==> src/rtl/bhq_pkg.sv <==
// Shared constants for the q-value block: op and status codes, widths.
// No dependencies.
package bhq_pkg;

    localparam int MAX_ENTRIES_DEF = 1024;
    localparam int FRAC_BITS_DEF   = 16;

    localparam int DATA_W = 32;
    localparam int LN_W   = 32;
    localparam int ACC_W  = 40;
    localparam int IP_W   = 5;
    localparam int SUM_W  = 40;

    localparam logic [31:0] LN2_Q32 = 32'd2977044472;

    localparam logic [1:0] OP_LOAD  = 2'd0;
    localparam logic [1:0] OP_QUERY = 2'd1;
    localparam logic [1:0] OP_CLEAR = 2'd2;

    localparam logic [2:0] ST_ACCEPTED = 3'd0;
    localparam logic [2:0] ST_FULL     = 3'd1;
    localparam logic [2:0] ST_UNSCORED = 3'd2;
    localparam logic [2:0] ST_OK       = 3'd3;
    localparam logic [2:0] ST_NAN      = 3'd4;
    localparam logic [2:0] ST_NOTFOUND = 3'd5;

endpackage

==> src/rtl/bhq_ln_unit.sv <==
// Natural log in fixed point on one shared 32x32 multiplier.
// Depends on bhq_pkg.
module bhq_ln_unit #(
    parameter int KW        = 11,
    parameter int FRAC_BITS = bhq_pkg::FRAC_BITS_DEF
) (
    input  logic                     clk,
    input  logic                     rst_n,
    input  logic                     start,
    input  logic [KW-1:0]            k,
    output logic                     done,
    output logic [bhq_pkg::LN_W-1:0] result
);
    localparam logic [1:0] L_IDLE = 2'd0;
    localparam logic [1:0] L_SQ   = 2'd1;
    localparam logic [1:0] L_M1   = 2'd2;
    localparam logic [1:0] L_M2   = 2'd3;
    localparam logic [bhq_pkg::ACC_W-1:0] HALF = bhq_pkg::ACC_W'(1) << (31 - FRAC_BITS);

    logic [1:0]                  st_reg, st_next;
    logic [4:0]                  cnt_reg, cnt_next;
    logic [31:0]                 x_reg, x_next;
    logic [31:0]                 frac_reg, frac_next;
    logic [bhq_pkg::IP_W-1:0]    ip_reg, ip_next;
    logic [bhq_pkg::ACC_W-1:0]   acc_reg, acc_next;
    logic                        done_reg, done_next;
    logic [bhq_pkg::IP_W-1:0]    ip_c;
    logic [31:0]                 mul_a, mul_b;
    logic [63:0]                 prod;
    logic [33:0]                 sq;
    logic [bhq_pkg::ACC_W-1:0]   rnd;

    // Find floor(log2 k)
    always_comb
    begin
        ip_c = '0;
        for (int b = 0; b < KW; b++)
        begin
            if (k[b])
                ip_c = bhq_pkg::IP_W'(b);
        end
    end

    // Shared multiplier
    always_comb
    begin
        unique case (st_reg)
            L_SQ:
            begin
                mul_a = x_reg;
                mul_b = x_reg;
            end
            L_M1:
            begin
                mul_a = frac_reg;
                mul_b = bhq_pkg::LN2_Q32;
            end
            L_M2:
            begin
                mul_a = 32'(ip_reg);
                mul_b = bhq_pkg::LN2_Q32;
            end
            default:
            begin
                mul_a = '0;
                mul_b = '0;
            end
        endcase
    end

    assign prod = 64'(mul_a) * 64'(mul_b);
    assign sq   = prod[63:30];

    // Sequence: normalize, 32 squarings, two ln2 products
    always_comb
    begin
        st_next   = st_reg;
        cnt_next  = cnt_reg;
        x_next    = x_reg;
        frac_next = frac_reg;
        ip_next   = ip_reg;
        acc_next  = acc_reg;
        done_next = 1'b0;
        unique case (st_reg)
            L_IDLE:
            begin
                if (start)
                begin
                    ip_next   = ip_c;
                    x_next    = 32'((64'(k) << 30) >> ip_c);
                    frac_next = '0;
                    cnt_next  = '0;
                    st_next   = L_SQ;
                end
            end
            L_SQ:
            begin
                if (sq >= 34'(64'h8000_0000))
                begin
                    x_next    = 32'(sq >> 1);
                    frac_next = {frac_reg[30:0], 1'b1};
                end
                else
                begin
                    x_next    = sq[31:0];
                    frac_next = {frac_reg[30:0], 1'b0};
                end
                cnt_next = cnt_reg + 5'd1;
                if (cnt_reg == 5'd31)
                    st_next = L_M1;
            end
            L_M1:
            begin
                acc_next = bhq_pkg::ACC_W'(prod[63:32]);
                st_next  = L_M2;
            end
            L_M2:
            begin
                acc_next  = acc_reg + bhq_pkg::ACC_W'(prod);
                done_next = 1'b1;
                st_next   = L_IDLE;
            end
            default: st_next = L_IDLE;
        endcase
    end

    always_ff @(posedge clk or negedge rst_n)
    begin
        if (!rst_n)
        begin
            st_reg   <= L_IDLE;
            done_reg <= 1'b0;
        end
        else
        begin
            st_reg   <= st_next;
            done_reg <= done_next;
        end
    end

    always_ff @(posedge clk)
    begin
        cnt_reg  <= cnt_next;
        x_reg    <= x_next;
        frac_reg <= frac_next;
        ip_reg   <= ip_next;
        acc_reg  <= acc_next;
    end

    // Round to nearest at the output scale
    assign rnd    = (acc_reg + HALF) >> (32 - FRAC_BITS);
    assign result = rnd[bhq_pkg::LN_W-1:0];
    assign done   = done_reg;

endmodule

==> config.mk <==
export PLATFORM = sky130hd
export DESIGN_NAME = bhq_ln_unit
export DESIGN_NICKNAME = d
export VERILOG_FILES = /design/src/rtl/bhq_pkg.sv /design/src/rtl/bhq_ln_unit.sv
export SDC_FILE = /design/constraint.sdc
export NUM_CORES = 2
export LEC_CHECK = 0
export ABC_AREA = 1
export BUFFER_PORTS_ARGS = -buffer_cell sky130_fd_sc_hd__buf_2
export CAP_MARGIN = 20
export CORE_MARGIN = 4
export CORE_UTILIZATION = 35
export DETAILED_ROUTE_END_ITERATION = 16
export PLACE_DENSITY = 0.6
export SETUP_SLACK_MARGIN = 0.05
export SLEW_MARGIN = 20
export SYNTH_ARGS = -nofsm -noshare
export SYNTH_HDL_FRONTEND = slang
export SYNTH_SLANG_ARGS = --single-unit
==> constraint.sdc <==
create_clock -name clk -period 27.4 [get_ports clk]
set_clock_uncertainty 0.1 [all_clocks]
set_input_delay 1.37 -clock clk [delete_from_list [all_inputs] [get_ports clk]]
set_output_delay 1.37 -clock clk [all_outputs]
set_load 0.01 [all_outputs]
* Word-level counts from Yosys, hierarchy flattened
Index checks and enable logic that the tools add are counted.
** Word-level totals
- Word-level logic and storage cells :: 51
- Bits in writable memories :: 0
- Latch bits :: 0
- Flip-flop bits (word level) :: 117
- Memories kept :: 0
- ROM bits :: 0
** Cells by class
- Muxes and demuxes :: 25
- Divide/modulo/power cells :: 0
- Shift operators :: 1
- Multipliers :: 1
- Add/sub/neg operators :: 3
- Equal/unequal tests :: 6
- Order comparisons :: 1
- Bitwise logic cells :: 0
- Reductions and logical operators :: 7
** Operators with widths (count)
- 32-bit one-hot mux with 2 select lines :: 3
- 32-bit 2-to-1 mux :: 3
- 32-bit one-hot mux with 3 select lines :: 1
- 40-bit one-hot mux with 2 select lines :: 1
- 32-bit by 32-bit multiplier with 64-bit output :: 1
- 41-bit by 5-bit right shift with 32-bit output :: 1
- 40-bit by 16-bit adder with 40-bit output, second input constant :: 1
- 40-bit adder :: 1
- 34-bit by 32-bit >= comparator with 1-bit output, second input constant :: 1
- 5-bit 2-to-1 mux :: 6
- 5-bit one-hot mux with 2 select lines :: 1
- 2-bit 2-to-1 mux :: 4
- 2-bit one-hot mux with 4 select lines :: 1
- 3-bit 2-to-1 mux :: 2
- 2-bit AND reduction :: 3
- 5-bit by 1-bit adder with 5-bit output, second input constant :: 1
- 5-bit equality test, second input constant :: 1
- 2-bit equality test, second input constant :: 2
- 2-bit != test, second input constant :: 2
- 2-bit nonzero test :: 2
- 1-bit 2-to-1 mux :: 3
- 2-bit by 1-bit equality test with 1-bit output, second input constant :: 1
- 2-bit logical NOT :: 1
- 2-bit OR reduction :: 1

* Depth between registers and ports, before layout
- Depth in word-level cells :: 13
- Gate-level depth with buffers :: 48
- Gate-level depth less buffers :: 45

* Least setup slack after synthesis
No wires, ideal clock.
- Path kind :: flip-flop to flip-flop
- Start point :: reg st_reg[0]
- End point :: reg acc_reg[35] in the netlist's numbering (data pin)
- Required time :: 27.047 ns
- Arrival time :: 8.563 ns
- Clock period less this slack :: 8.916 ns
- Path buffers :: 2
- Library setup time :: 0.253 ns
- Slack :: 18.484 ns
- Cell stages (with the launch flop) :: 41
- Cell sequence :: dfrtp_1 inv_1 ha_1 nor2_1 buf_2 o21ai_0 nand2_1 clkbuf_1 nor2_1 fa_1 fa_1 fa_1 inv_1 fa_1 inv_1 fa_1 inv_1 fa_1 [5 not listed] nor2_1 nand2_1 nor2_1 o21ai_0 nand3_1 nand2_1 nand2_1 xor2_1 ha_1 nand2_1 nor2_1 inv_1 nor4_1 nand3_1 o211ai_1 nand2_1 nand2_1 nor2_1
** Between the ends
- Word-level cells in the longest chain between the ends :: 6
- Elaborated cells on any way between the ends :: 9
- Classes of those cells :: add/sub: 1; mul: 1; eq/ne: 3; mux: 3; reduce/logical: 1
** RTL lines
- from (decl) :: line bhq_ln_unit.sv:20 : logic [1:0] st_reg, st_next;
- from (signal assigned) :: line bhq_ln_unit.sv:136 : st_reg <= st_next;
- 2-bit equality test :: line bhq_ln_unit.sv:47, bhq_ln_unit.sv:84
- 2-bit OR reduction (no line)
- 32-bit one-hot mux with 2 select lines :: line bhq_ln_unit.sv:47 : unique case (st_reg)
- 32-bit by 32-bit multiplier with 64-bit output :: line bhq_ln_unit.sv:71 : assign prod = 64'(mul_a) * 64'(mul_b);
- 40-bit adder :: line bhq_ln_unit.sv:119 : acc_next = acc_reg + bhq_pkg::ACC_W'(prod);
- 40-bit one-hot mux with 2 select lines * :: line bhq_ln_unit.sv:84 : unique case (st_reg)
- to (signal assigned) :: line bhq_ln_unit.sv:147 : acc_reg <= acc_next;
- to (decl) :: line bhq_ln_unit.sv:25 : logic [bhq_pkg::ACC_W-1:0] acc_reg, acc_next;
Every way passes the cells marked *; elsewhere a longest branch is shown, timed or not.
A chain may end at the register's enable or synchronous reset.

* Worst setup path in the final report
- Start point :: reg st_reg[0]
- End point :: reg acc_reg[38] in the netlist's numbering (data pin)
Same word-level chain as after synthesis.

==> impl_metrics.toml <==
[run_status]
result_of_the_run = "finished, final reports clean"

[die]
chipWidth_um = 360
die_area_mm2 = 0.129
die_h_um = 360
floorplan.initialDensity = 0.354
core_area_mm2 = 0.122
io_pins = 47
num_rows = 128

[clock_network]
clockRootBuffer = "clkbuf_16"
cts-buffers-inserted = 17
clk_path_buf_depth = 2
cts_hold_buffers = 0
tritoncts = "done"
clock-sinks = 116
htree_num_levels = 4
cts_post_setup_buffers_inserted = 0
worst_setup_hold_path_clk_slew_ns = 0.06
cts_resized = 0
clk_latency_ns = 0.45

[final_layout]
final_core_utilization = 0.376
multi_input_logic_area_mm2 = 0.0336
final_nets = 6883
antenna_cells_inserted = 0
nFillCells = 13000
post_route_cells_drive_above_1_share = 0.0481
flip_flop_count_of_the_largest_register_all_copies_and_words_added = 40
areaGrowthSynthToFinish_pct = 6.43
final-seq-area_mm2 = 0.00347

[yosys]
yosysWarnings = 0
syn_inst = 5694
synthDominantAreaCellType = "fa_1"
syn_avg_cell_area_um2 = 7.60
synth_area_leaders = "fa_1 (41%), nand2_1 (14%), inv_1 (13%)"
seq_area_frac_synth = 0.0801
proportion_of_netlist_area_held_by_the_largest_area_contributor = 0.415
post_synth_instance_area_mm2 = 0.0433
synth_seq_cells = 116
synthDistinctLibCells = 52

[detailed_routing]
drc = 0
dr.pass1.iters = 6
post_drt_via_cell_ratio = 5.05
drt_first_iter_violations = 3395
drt.antenna.violating_nets = 0
num_vias = 36900
detailroute.wirelength.met3_um = 12600
routed.top_layer = "met5"
met1Wirelength_um = 65500
met2WireLength_um = 73600
total_routed_wirelength_um = 160000
routed_wire_length_per_instance_um = 21.9

[worst_setup_path]
crit_type = "flop to flop"
regToRegEndpoint = "acc_reg[38]$_SDFFCE_PP0N_"
worstPathRequired_ns = 27.60
critical_path.max_fanout = 46
timing.critical_path.mode_cell = "fa_1"
timing.critical_path.arrival_ns = 12.83
reg2reg_depth = 35
critical_path.slowest_cell = "clkinv_1"
type_of_origin_of_the_critical_path = "flop"
crit_path_start = "st_reg[0]$_DFFE_PN0P_"
worstSetupPathDepth = 35
critical_path.reg2reg.startpoint = "st_reg[0]$_DFFE_PN0P_"
worstPathBufferInverterCount = 6
cp-endpoint = "acc_reg[38]$_SDFFCE_PP0N_"
timing.critical_path.max_delay_family = "adder cells"
end_kind = "flop"
cp_slowest_stage_delay_ns = 1.11
r2r_setup_slack_ns = 14.77

[sta]
grt_setup_unrepaired = "no"
timing.slew.headroom = 0.250
setup_violations = 0
final.period_utilization = 0.461
timing_hold_violations_final = 0
tightestPinTransition_ns = 1.12
final_critical_path_setup_slack_ns = 14.77
timing_limited_maximum_frequency_ghz = 0.0792
timing.final.max_slew_violations = 0
fin_crit_ns = 12.63
tns_setup_ns = 0
hold-worst-slack_ns = 0.441

[grt]
grt_remaining_overflow = 0
pin_count_of_the_biggest_net_entering_global_routing = 74
groute.usage.overall = 0.247
number_of_global_route_vias_before_repair = 38100
grt_pass1_wl_um = 242000
antenna_found_initial = 3

[hold_path]
worst_hold_path_type = "flop to flop"

[run]
cap_viol_max_count = 0

[placement]
port_buffers = 38
gp_routability_congestion = 1.00
dp.final_hpwl_um = 132000
dp_slack_ns = 15.00
## worst min path at each step
| stage | startpoint | cells after the start | to |
|---|---|---|---|
| 5_1_grt | frac_reg[14]$_SDFFCE_PP0P_ | 2 | frac_reg[15]$_SDFFCE_PP0P_ |
| 3_5_place_dp | frac_reg[30]$_SDFFCE_PP0P_ | 2 | frac_reg[31]$_SDFFCE_PP0P_ |
| 2_1_floorplan | frac_reg[0]$_SDFFCE_PP0P_ | 2 | frac_reg[1]$_SDFFCE_PP0P_ |
| 4_1_cts | frac_reg[30]$_SDFFCE_PP0P_ | 2 | frac_reg[31]$_SDFFCE_PP0P_ |
| 6_report | frac_reg[2]$_SDFFCE_PP0P_ | 2 | frac_reg[3]$_SDFFCE_PP0P_ |
| 3_3_place_gp | frac_reg[30]$_SDFFCE_PP0P_ | 2 | frac_reg[31]$_SDFFCE_PP0P_ |
## cell usage after synthesis (all sizes together)
cell type,count
nand2,1600
inv,1480
fa,897
nor2,534
ha,310
nand3,132
clkbuf,129
o21ai,118
a21oi,117
edfxtp,113
xor2,57
buf,44
xnor2,27
nand4,25
nor3,25
clkinv,13
o21bai,13
a31oi,10
and3,7
a21o,6
nand3b,6
o21a,5
a21boi,3
dfrtp,3
nor4,3
o211ai,3
o22ai,3
or2,3
a221oi,2
a211oi,1
conb,1
nor3b,1
o2111ai,1
o221a,1
o221ai,1
## final cells by class
class / instances / share of cell area
timing repair buffer: 115 / 0.0170
clock buffer: 17 / 0.00924
clock inverter: 15 / 0.00337
inverter: 1493 / 0.122
sequential: 116 / 0.0753
multi-input combinational: 3919 / 0.729
tap: 1625 / 0.0441
## cell families after synthesis
family                     Yosys count  synth area share
and+or+nand+nor                   2336             0.215
adders and majority gates         1207             0.505
DFF                                116            0.0801
xor gates and xnor gates            84            0.0170
AOI/OAI and AO/OA                  284            0.0371
other                                1         0.0000866
buffers and inverters             1666             0.146
## routing by layer
layer	GRT usage	vias up
met3	0.0343	363
met5	0	-
li1	-	16400
met4	0.103	4
met1	0.328	18500
met2	0.406	1637
## worst reg2reg max path: cells and delay by family, from the launching register on
kind	cells	cell delay [ns]
buffers and inverters	6	2.22
AND/OR/NAND/NOR	14	3.23
AO/OA/AOI/OAI	3	0.33
adder cells (fa/ha/maj)	11	5.60
XOR/XNOR	1	0.60
flip-flops	1	0.40
## cell usage in the layout, fill, tap and decap left out, types with 7 or more instances in the layout
cell       Yosys  routed
nand2_1     1571    1570
inv_1       1463    1461
fa_1         897     897
nor2_1       515     500
ha_1         310     309
nand3_1      125     125
edfxtp_1     113     113
a21oi_1      102     102
o21ai_0       98      93
buf_4          8      75
xor2_1        57      57
buf_2         19      38
nor2_2        17      32
nand2_2       28      29
xnor2_1       27      27
nand4_1       25      25
nor3_1        20      20
inv_2         17      18
clkbuf_16      0      17
a21oi_2       15      15
o21ai_1       17      15
clkinv_1      13      14
o21bai_1      13      13
a31oi_1       10      10
o21ai_2        3       8
conb_1         1       8
inv_6          0       8
nand3_2        7       7
## per-stage QoR
stage | cells | cell area (um^2)
finish | 7300 | 46100
CTS | 7300 | 46100
global placement | 7266 | 45400
floorplan | 5701 | 43300
global route | 7300 | 46100
detailed placement | 7268 | 45500
Power is left out: the tool's default activity adds up to more than one toggle a clock period on the data nets, which glitch-free logic cannot reach.
